**src/rtl/core/bsi_pkg.sv**
```systemverilog
// ----------------------------------------------------------------------------
// bsi_pkg
// Shared types and constants for the bounded stack with bottom increment.
// ----------------------------------------------------------------------------
package bsi_pkg;

  localparam int DEPTH  = 64;
  localparam int ADDR_W = $clog2(DEPTH);
  localparam int CNT_W  = $clog2(DEPTH + 1);
  localparam int DATA_W = 32;
  localparam int CAP_W  = 7;
  localparam int KCNT_W = 7;
  // common width for comparing fill level against the 7-bit fields
  localparam int CMP_W  = (CNT_W > CAP_W) ? CNT_W : CAP_W;

  localparam logic [CAP_W-1:0] CAP_RESET = 7'd64;

  typedef enum logic [1:0] {
    OP_PUSH = 2'd0,
    OP_POP  = 2'd1,
    OP_INC  = 2'd2
  } op_t;

  typedef struct packed {
    logic [1:0]               op;
    logic signed [DATA_W-1:0] push_value;
    logic [KCNT_W-1:0]        add_count;
    logic signed [DATA_W-1:0] add_amount;
  } in_item_t;

  typedef struct packed {
    logic signed [DATA_W-1:0] popped_value;
    logic                     was_empty;
  } out_item_t;

  // controller -> datapath
  typedef struct packed {
    logic push;       // write top cell, bump fill
    logic pop_empty;  // report empty pop
    logic pop_rd;     // fetch top cell and its pending add, drop fill
    logic pop_sum;    // emit result, fetch pending add of new top
    logic inc_rd;     // fetch pending add of the highest selected cell
    logic add_wr;     // write back fetched pending add plus held operand
  } cmd_t;

  // datapath -> controller
  typedef struct packed {
    logic empty;
    logic can_push;
    logic inc_zero;
  } status_t;

endpackage

```
**src/rtl/core/bounded_stack_with_bottom_increment_unit.sv**
```systemverilog
// Push, zero-cell increment and empty pop leave busy low; an increment runs ST_INC_WR.
// Pop of a held entry: the result loads in ST_POP_SUM, then ST_POP_CARRY runs if
//   a cell is left (its pending add is fetched, then written back with the carried add).
// A new item is taken only while busy is low; busy is high in every state but ST_IDLE.
// Reset (rst_n low, synchronous): stack empty, capacity 64; memories are not cleared.
// Results are strobed for one cycle; the receiver cannot stall.
// ----------------------------------------------------------------------------
// bounded_stack_with_bottom_increment_unit
// Bounded LIFO of signed 32-bit words with push, pop and bottom-k increment.
// ----------------------------------------------------------------------------
module bounded_stack_with_bottom_increment_unit (
  input  logic                       clk,
  input  logic                       rst_n,
  input  logic                       start,
  output logic                       busy,
  input  bsi_pkg::in_item_t          in_item,
  output logic                       out_strobe,
  output bsi_pkg::out_item_t         out_item,
  input  logic                       cfg_we,
  input  logic [bsi_pkg::CAP_W-1:0]  cfg_wdata
);

  bsi_pkg::cmd_t    cmd;
  bsi_pkg::status_t status;

  bsi_ctrl u_ctrl (
    .clk    (clk),
    .rst_n  (rst_n),
    .start  (start),
    .op     (in_item.op),
    .status (status),
    .cmd    (cmd),
    .busy   (busy)
  );

  bsi_dp u_dp (
    .clk        (clk),
    .rst_n      (rst_n),
    .in_item    (in_item),
    .cmd        (cmd),
    .cfg_we     (cfg_we),
    .cfg_wdata  (cfg_wdata),
    .status     (status),
    .out_strobe (out_strobe),
    .out_item   (out_item)
  );

`ifndef SYNTH
  a_cmd_onehot0: assert property (@(posedge clk) disable iff (!rst_n)
    $onehot0(cmd))
    else $error("more than one datapath command in a cycle");

  a_strobe_src: assert property (@(posedge clk) disable iff (!rst_n)
    out_strobe |-> $past(cmd.pop_empty || cmd.pop_sum))
    else $error("result strobe without a pop");

  a_pop_seq: assert property (@(posedge clk) disable iff (!rst_n)
    cmd.pop_sum |-> $past(cmd.pop_rd))
    else $error("pop result step without a preceding fetch");

  a_busy_after_fetch: assert property (@(posedge clk) disable iff (!rst_n)
    (cmd.pop_rd || cmd.inc_rd) |=> busy)
    else $error("multi-cycle item did not hold busy");
`endif

endmodule

```
**src/rtl/core/bsi_ctrl.sv**
```systemverilog
// ----------------------------------------------------------------------------
// bsi_ctrl
// Sequencer: decodes the operation and steps the datapath through it.
// ----------------------------------------------------------------------------
module bsi_ctrl (
  input  logic             clk,
  input  logic             rst_n,
  input  logic             start,
  input  logic [1:0]       op,
  input  bsi_pkg::status_t status,
  output bsi_pkg::cmd_t    cmd,
  output logic             busy
);

  typedef enum logic [3:0] {
    ST_IDLE      = 4'b0001,
    ST_POP_SUM   = 4'b0010,
    ST_POP_CARRY = 4'b0100,
    ST_INC_WR    = 4'b1000
  } state_t;

  state_t state_r, state_nxt;

  always_ff @(posedge clk) begin
    if (!rst_n) begin
      state_r <= ST_IDLE;
    end else begin
      state_r <= state_nxt;
    end
  end

  always_comb begin
    state_nxt = state_r;
    cmd       = '0;
    case (state_r)
      ST_IDLE: begin
        if (start) begin
          case (op)
            bsi_pkg::OP_PUSH: begin
              cmd.push = status.can_push;
            end
            bsi_pkg::OP_POP: begin
              if (status.empty) begin
                cmd.pop_empty = 1'b1;
              end else begin
                cmd.pop_rd = 1'b1;
                state_nxt  = ST_POP_SUM;
              end
            end
            bsi_pkg::OP_INC: begin
              if (!status.inc_zero) begin
                cmd.inc_rd = 1'b1;
                state_nxt  = ST_INC_WR;
              end
            end
            default: ;
          endcase
        end
      end
      ST_POP_SUM: begin
        cmd.pop_sum = 1'b1;
        // pending add moves down only if a cell is left below
        state_nxt = status.empty ? ST_IDLE : ST_POP_CARRY;
      end
      ST_POP_CARRY: begin
        cmd.add_wr = 1'b1;
        state_nxt  = ST_IDLE;
      end
      ST_INC_WR: begin
        cmd.add_wr = 1'b1;
        state_nxt  = ST_IDLE;
      end
      default: begin
        state_nxt = ST_IDLE;
      end
    endcase
  end

  assign busy = (state_r != ST_IDLE);

endmodule

```
**src/rtl/core/bsi_dp.sv**
```systemverilog
// ----------------------------------------------------------------------------
// bsi_dp
// Datapath: value memory, pending-add memory, fill counter, capacity register
// and result register. An increment is stored lazily at the highest selected
// cell and folded into the cell below when that cell is popped.
// ----------------------------------------------------------------------------
module bsi_dp (
  input  logic                        clk,
  input  logic                        rst_n,
  input  bsi_pkg::in_item_t           in_item,
  input  bsi_pkg::cmd_t               cmd,
  input  logic                        cfg_we,
  input  logic [bsi_pkg::CAP_W-1:0]   cfg_wdata,
  output bsi_pkg::status_t            status,
  output logic                        out_strobe,
  output bsi_pkg::out_item_t          out_item
);

  localparam int DW = bsi_pkg::DATA_W;
  localparam int AW = bsi_pkg::ADDR_W;
  localparam int CW = bsi_pkg::CNT_W;
  localparam int MW = bsi_pkg::CMP_W;

  logic [DW-1:0] val_mem [bsi_pkg::DEPTH];
  logic [DW-1:0] add_mem [bsi_pkg::DEPTH];

  logic [CW-1:0]              fill_r, fill_nxt;
  logic [bsi_pkg::CAP_W-1:0]  cap_r, cap_nxt;
  logic [DW-1:0]              opnd_r, opnd_nxt;   // increment amount or carried add
  logic [AW-1:0]              waddr_r, waddr_nxt;
  logic                       out_strobe_r, out_strobe_nxt;
  bsi_pkg::out_item_t         out_item_r, out_item_nxt;
  logic [DW-1:0]              val_q, add_q;

  logic [CW-1:0] fill_dec;
  logic [AW-1:0] top_addr;
  logic [MW-1:0] fill_ext, cap_ext, cnt_ext, sel_n;
  logic [AW-1:0] sel_top;
  logic          add_re;
  logic [AW-1:0] add_raddr;
  logic          add_we;
  logic [AW-1:0] add_waddr;
  logic [DW-1:0] add_wdata;

  assign fill_dec = fill_r - CW'(1);
  assign top_addr = fill_dec[AW-1:0];
  assign fill_ext = MW'(fill_r);
  assign cap_ext  = MW'(cap_r);
  assign cnt_ext  = MW'(in_item.add_count);
  assign sel_n    = (cnt_ext < fill_ext) ? cnt_ext : fill_ext;
  assign sel_top  = AW'(sel_n - MW'(1));

  assign status.empty    = (fill_r == '0);
  assign status.can_push = (fill_ext < cap_ext) && (fill_ext < MW'(bsi_pkg::DEPTH));
  assign status.inc_zero = (sel_n == '0);

  // pending-add memory port selection
  always_comb begin
    add_re    = cmd.pop_rd || cmd.inc_rd || (cmd.pop_sum && !status.empty);
    add_raddr = cmd.inc_rd ? sel_top : top_addr;
    add_we    = cmd.push || cmd.add_wr;
    add_waddr = cmd.push ? fill_r[AW-1:0] : waddr_r;
    add_wdata = cmd.push ? '0 : (add_q + opnd_r);
  end

  always_ff @(posedge clk) begin
    if (cmd.push) begin
      val_mem[fill_r[AW-1:0]] <= in_item.push_value;
    end
    if (cmd.pop_rd) begin
      val_q <= val_mem[top_addr];
    end
  end

  always_ff @(posedge clk) begin
    if (add_we) begin
      add_mem[add_waddr] <= add_wdata;
    end
    if (add_re) begin
      add_q <= add_mem[add_raddr];
    end
  end

  always_comb begin
    fill_nxt       = fill_r;
    cap_nxt        = cap_r;
    opnd_nxt       = opnd_r;
    waddr_nxt      = waddr_r;
    out_strobe_nxt = 1'b0;
    out_item_nxt   = out_item_r;
    if (cfg_we) begin
      cap_nxt = cfg_wdata;
    end
    if (cmd.push) begin
      fill_nxt = fill_r + CW'(1);
    end
    if (cmd.pop_empty) begin
      out_strobe_nxt            = 1'b1;
      out_item_nxt.popped_value = '1;
      out_item_nxt.was_empty    = 1'b1;
    end
    if (cmd.pop_rd) begin
      fill_nxt = fill_dec;
    end
    if (cmd.pop_sum) begin
      out_strobe_nxt            = 1'b1;
      out_item_nxt.popped_value = val_q + add_q;
      out_item_nxt.was_empty    = 1'b0;
      opnd_nxt                  = add_q;
      waddr_nxt                 = top_addr;
    end
    if (cmd.inc_rd) begin
      opnd_nxt  = in_item.add_amount;
      waddr_nxt = sel_top;
    end
  end

  always_ff @(posedge clk) begin
    if (!rst_n) begin
      fill_r       <= '0;
      cap_r        <= bsi_pkg::CAP_RESET;
      out_strobe_r <= 1'b0;
    end else begin
      fill_r       <= fill_nxt;
      cap_r        <= cap_nxt;
      out_strobe_r <= out_strobe_nxt;
    end
  end

  always_ff @(posedge clk) begin
    opnd_r     <= opnd_nxt;
    waddr_r    <= waddr_nxt;
    out_item_r <= out_item_nxt;
  end

  assign out_strobe = out_strobe_r;
  assign out_item   = out_item_r;

endmodule

```
**config.mk**
```make
export PLATFORM = sky130hd
export DESIGN_NAME = bounded_stack_with_bottom_increment_unit
export DESIGN_NICKNAME = d
export VERILOG_FILES = /design/src/rtl/core/bsi_pkg.sv /design/src/rtl/core/bounded_stack_with_bottom_increment_unit.sv /design/src/rtl/core/bsi_ctrl.sv /design/src/rtl/core/bsi_dp.sv
export SDC_FILE = /design/constraint.sdc
export NUM_CORES = 2
export LEC_CHECK = 0
export BUFFER_PORTS_ARGS = -buffer_cell sky130_fd_sc_hd__buf_2
export CAP_MARGIN = 0
export CORE_ASPECT_RATIO = 0.9
export CORE_MARGIN = 10
export CORE_UTILIZATION = 57
export DETAILED_ROUTE_END_ITERATION = 10
export PLACE_DENSITY = 0.81
export SLEW_MARGIN = 10
export SYNTH_ARGS = -nofsm -noshare
export SYNTH_HDL_FRONTEND = slang
export SYNTH_SLANG_ARGS = --single-unit
export TNS_END_PERCENT = 1
```
**constraint.sdc**
```tcl
create_clock -name clk -period 6.1 [get_ports clk]
set_input_delay 0.915 -clock clk [delete_from_list [all_inputs] [get_ports clk]]
set_output_delay 0.915 -clock clk [all_outputs]
set_load 0.01 [all_outputs]
```
# ---- After elaboration in Yosys (flattened, before gate mapping)
# Memories as Yosys holds them, arrays and structs flattened. A register that Yosys moved wholly into a read port is not among the register bits.
# Index checks and enable logic that the tools add are counted.
dict set report word_totals {
  in_bits 84
  ramBits 4096
  n_memories 2
  word_cells 79
  out_inout_bits 35
  regBits 90
}
dict set report op_classes {
  n_lt_le_gt_ge 3
  mux 36
  n_reduce_logical 14
  n_eq_ne 11
  n_addsub 5
}
# memory words word_bits rd rd_ports_with_merged_regs wr line_no
set mem_list {}
lappend mem_list {u_dp.add_mem 64 32 1 1 1 bsi_dp.sv:25} ;# logic [DW-1:0] add_mem [bsi_pkg::DEPTH];
lappend mem_list {u_dp.val_mem 64 32 1 1 1 bsi_dp.sv:24} ;# logic [DW-1:0] val_mem [bsi_pkg::DEPTH];
# operator n
set ops {}
lappend ops {{2-to-1 mux 32 bit} 3}
lappend ops {{2-to-1 mux 33 bit} 2}
lappend ops {{adder 32 bit} 2}
lappend ops {{2-to-1 mux 6 bit} 4}
lappend ops {{2-to-1 mux 7 bit} 3}
lappend ops {{case mux 4 bit (2 select lines)} 2}
lappend ops {{2-to-1 mux 1 bit} 15}
lappend ops {{zero test 7 bit} 2}
lappend ops {{< comparator 7 bit} 2}
lappend ops {{2-to-1 mux 4 bit} 3}
lappend ops {{2-to-1 mux 3 bit} 3}
lappend ops {{!= test 3 bit (second input constant)} 3}
lappend ops {{adder 7 x 1 -> 7 bit (second input constant)} 1}
lappend ops {{< comparator 7 bit (second input constant)} 1}
lappend ops {{subtractor 7 x 1 -> 7 bit (second input constant)} 1}
lappend ops {{nonzero test 2 bit} 3}
lappend ops {{subtractor 6 x 1 -> 6 bit (second input constant)} 1}
lappend ops {{equality test 4 x 1 -> 1 bit (second input constant)} 1}
lappend ops {{equality test 4 x 2 -> 1 bit (second input constant)} 1}
lappend ops {{equality test 4 x 3 -> 1 bit (second input constant)} 1}
lappend ops {{equality test 4 bit (second input constant)} 1}
lappend ops {{!= test 4 x 1 -> 1 bit (second input constant)} 1}
lappend ops {{AND reduction 4 bit} 1}
lappend ops {{logical OR 1 bit} 3}
lappend ops {{8 further kinds} 9}

# ---- Depth between registers and ports, before layout
dict set report logic_depth {
  depth_word 9
  ltp_mapped 24
  depth_no_buf 19
}

# ---- Modules after synthesis
# A second synthesis with hierarchy kept.
dict set report unflattened {
  hier_cells 9310
  area_unflattened_um2 167006.4
}
# mod instances cells_per_inst seq_area_each_um2 area_each_um2
set by_module_without_submodules {}
lappend by_module_without_submodules {bsi_dp 1 9282 127342.1 166763.7}
lappend by_module_without_submodules {bsi_ctrl 1 28 80.1 242.7}

# ---- Worst setup path after synthesis
# No wires, ideal clock.
dict set report synth_path {
  path_type {flip-flop to flip-flop}
  startpoint {register u_dp.add_q[0] (read register of u_dp.add_mem)}
  endpoint {memory u_dp.add_mem[0][22] (netlist name) (data pin)}
  required_ns 5.418
  setup_ns 0.682
  period_less_slack_ns 5.917
  arrival_time_ns 5.236
  path_stages_with_launch 12
  n_path_buf 0
  path_slack_ns 0.183
  path_cell_list {edfxtp_1 -> ha_1 -> fa_1 -> a21o_1 -> a211oi_1 -> o21ai_0 -> a21oi_1 -> o21ai_0 -> a311oi_1 -> o21ai_0 -> o211a_1 -> nor3_1}
}
dict set report synth_via {
  elab_chain_len 2
}
# element line_no
set synth_lines {}
lappend synth_lines {{start, declared} bsi_dp.sv:33} ;# logic [DW-1:0] val_q, add_q;
lappend synth_lines {{adder 32 bit} bsi_dp.sv:63} ;# add_wdata = cmd.push ? '0 : (add_q + opnd_r);
lappend synth_lines {{2-to-1 mux 32 bit} bsi_dp.sv:63}
lappend synth_lines {{via u_dp.add_wdata[22]} bsi_dp.sv:43} ;# logic [DW-1:0] add_wdata;
lappend synth_lines {{end, declared} bsi_dp.sv:25}
# The timed path passes the listed nets, and every way through them passes these cells.

# ---- Final worst setup path
dict set report layout_path {
  startpoint {register u_dp.fill_r[5], in the netlist u_dp.fill_ext[5]}
  endpoint {register u_dp.add_q[19] (read register of u_dp.add_mem) (data pin)}
}
dict set report layout_via {
  elab_chain_len 9
  word_cells_on_any_way 19
  cone_classes {add/sub: 2; order compare: 1; mux: 10; reduce/logical: 6}
}
# element line_no
set layout_lines {}
lappend layout_lines {{start, declared} bsi_dp.sv:27} ;# logic [CW-1:0] fill_r, fill_nxt;
lappend layout_lines {{start signal, assigned} bsi_dp.sv:124} ;# fill_r <= fill_nxt;
lappend layout_lines {{< comparator 7 bit} bsi_dp.sv:50} ;# assign sel_n = (cnt_ext < fill_ext) ? cnt_ext : fill_ext;
lappend layout_lines {{2-to-1 mux 7 bit} bsi_dp.sv:50}
lappend layout_lines {{zero test 7 bit} bsi_dp.sv:55} ;# assign status.inc_zero = (sel_n == '0);
lappend layout_lines {{2-to-1 mux 1 bit} bsi_ctrl.sv:51} ;# if (!status.inc_zero) begin
lappend layout_lines {{2-to-1 mux 1 bit} bsi_ctrl.sv:38} ;# case (op)
lappend layout_lines {{2-to-1 mux 1 bit} bsi_ctrl.sv:37} ;# if (start) begin
lappend layout_lines {{2-to-1 mux 1 bit} bsi_ctrl.sv:35} ;# case (state_r)
lappend layout_lines {{logical OR 1 bit (2 in series)} bsi_dp.sv:59} ;# add_re = cmd.pop_rd || cmd.inc_rd || (cmd.pop_sum && !status.empty);
# Parallel ways exist; a longest one is shown, timed or not.
# A chain may end at the register's enable or synchronous reset.

==> metrics.txt <==
outcome=finished, final reports clean; layout net count=9727; vias in the first global route=98.21k; TritonRoute pass-1 iters=8; max cap viols=0; 1st-iter DRT viols=20.11k; Initial Util=0.5725; Bufs on Longest Clock Path=4; Finished Cell Area=188600 sq um; first-pass GRT wire length=752800 um; syn nets=9296; Tcrit/Tclk final=0.9870; highest clock rate=166.1 MHz; gr usage total=0.3354; synthesized flop and latch total=4250; layout cell share with drive strength beyond 1=0.2099; Setup Buffers After CTS=0; Syn Std Cell Area=around 170000 sq um; top cell type by total area after synthesis=edfxtp_1; Mapped Cells=9129; RSZ-0062 raised after global routing=no; Clock Sinks=4250; Slew HR=0.07907; CP peak stage delay=roughly 760 ps; Area contributors post-synth=edfxtp_1, mux4_2, nand2_1; Clock Tree Root=clkbuf_16; Hold WC Path Type=input pin to flop; Clock Pin Slew Worst Setup and Hold Paths=70 ps; share of the yosys chip area belonging to registers=0.7637; final WL=541300 um; Worst setup EP type=flop; Chip Height=around 530 um; cell mode on critical path=buf_4; Post-CTS Resized=0; vias per cell=7.343; die width=590.3 um; IO Count=119; Post-synth ARST share=0; IO Port Bufs=118; Period minus WS final=6021 ps; ANT nets after route=0; final worst slack=around 79 ps; total grt overflow=0; vias=slightly above 100k; die area=between 300000 and 400000 sq um; number of warnings issued by yosys=0; Synth top area share=0.7613; post-synth cell types=72; Post-synth EDFFs=4230; num rows=188; Hold Vio Cnt, Final=0; Final Max Tran Viols=0; Max IR drop VDD=0.3249 mV; crit path DAT=6860 ps; Synth Flop Type=edfxtp_1; Final GP Congestion=0.9710; Pwr Density=376.1 nW/um^2; half-perimeter wire length after placement=slightly below 300000 um; Setup crit start kind=flop; Worst-Margin Slew=~1400 ps; CTS buffer count=400; Final Skew=76.18 ps; placed inst area=175800 sq um; CP required=slightly below 7000 ps; most frequent cells after synthesis=edfxtp_1, nand2_1, mux4_2; CTS tree=yes; Lkg Pwr=roughly 0.06 uW; post-cts hold buffer count=0; pin count of the biggest net entering global routing=120; most numerous cell in the Yosys netlist=edfxtp_1; clk_lat worst skew=970 ps; core footprint=around 290000 sq um; DRC viols=0; post-synthesis to final-layout area growth=13.04%; critical path type=flop to flop; post-layout util=0.6472; initial antenna violation count=62; post-place setup slack=-119.2 ps; CP Cell Sequence=clkinv_1 > ha_1 > nand2_1 > o21a_1 > o21a_1 > buf_4 > a21oi_1 > ha_1 > nand3_1 > nand4_1 > mux2i_4 > mux2_8 > inv_8 > buf_12 > buf_4 > mux4_2 > a221oi_1 > buf_4 > and4_1; Synth Area per Inst=18.28 sq um; Setup Viol. Count Final=0; htree depth=5; CP Max Fanout=36; slowest cell on the critical path=a221oi_1; routed len/inst=39.24 um
worst paths after layout:
path                    startpoint          endpoint  slack [ps]  cells after the start
hold / removal        cfg_wdata[1]   u_dp.cap_ext[1]         220                      3
setup / recovery  u_dp.fill_ext[5]    u_dp.add_q[19]          80                     19
setup reg to reg  u_dp.fill_ext[5]    u_dp.add_q[19]          80                     19
hold reg to reg   u_dp.out_item[0]  u_dp.out_item[0]         480                      2
cells by family (layout without fill, tap and decap cells):
| kind of cell | count (synthesis) | count (layout) | synth area share |
|---|---|---|---|
| adders and majority gates | 83 | 83 | 0.006314 |
| xor gates and xnor gates | 72 | 72 | 0.003892 |
| buffers and inverters | 577 | 1319 | 0.01470 |
| muxes | 928 | 928 | 0.1112 |
| other | 0 | 27 | 0 |
| and+or+nand+nor | 2208 | 2208 | 0.05804 |
| DFF | 4250 | 4250 | 0.7637 |
| AOI/OAI and AO/OA | 1011 | 1011 | 0.04224 |
layout make-up:
type	count	area, sq um
Sequential cell	4250	127400
Fill cell	17550	102800
Multi-Input combinational cell	4302	38390
Clock buffer	486	10440
Timing Repair Buffer	561	5050
Tap cell	3895	4873
Clock inverter	227	2183
Inverter	45	188.9
Antenna cell	27	67.56
per-stage QoR:
stage / instances / setup TNS [ps] / power [uW] / hold slack [ps]
after floorplan: 9129 / 0 / 40790 / 460.4
after global placement: 13050 / -132.5 / 45420 / 428.4
after detailed placement: 13050 / -123.9 / 45810 / 484.5
after CTS: 13760 / 0 / 70280 / 218.9
after global routing: 13780 / 0 / 72070 / 244.1
final: 13790 / 0 / 70940 / 223.2
critical path, delay by kind of cell, from the launching register on:
kind	cells	cell delay, ps
adders and majority gates	2	720
buffers and inverters	6	1640
muxes	3	1310
DFF	1	350
AOI/OAI and AO/OA	4	1260
and+or+nand+nor	4	650
where the power goes:
part | total [uW] | internal, uW | switching (uW)
combinational | 12000 | 3680 | 8300
sequential | 34100 | 33900 | 180
clock | 24900 | 13800 | 11100
layout by cell type (no fill, tap or decap), types with 43 or more instances in the layout:
cell	n
nand3_1	319
a211oi_1	183
nand4_1	83
a21o_1	45
a32oi_1	43
mux4_2	739
buf_4	365
nor2_4	155
o21ai_0	144
buf_2	108
clkbuf_1	81
a21oi_1	105
a221oi_1	52
a31oi_1	190
mux2i_1	181
clkbuf_16	405
nand2_1	1292
edfxtp_1	4230
clkinv_2	79
buf_12	87
and3_1	186
clkinv_1	74
a311oi_1	51
ha_1	80
nor2_1	55
xnor2_1	48
routing by layer:
metal	global-route usage	part of all wire	wire length (um)
met1	0.4152	0.30	164800
met2	0.5094	0.45	244500
met3	0.1206	0.16	88400
met4	0.2049	0.080	43410
met5	0	0.00039	213
state kept, by name (all words and copies together) (netlist names):
name,flops
u_dp.out_item,33
u_dp.out_strobe,1
u_dp.val_mem,2048
u_dp.fill_ext,7
u_dp.opnd_r,32
u_dp.add_mem,2048
u_dp.add_q,32
u_dp.val_q,32
u_ctrl.state_r,4
u_dp.cap_ext,7
u_dp.waddr_r,6
No activity file was read; power rests on OpenSTA's default activity.
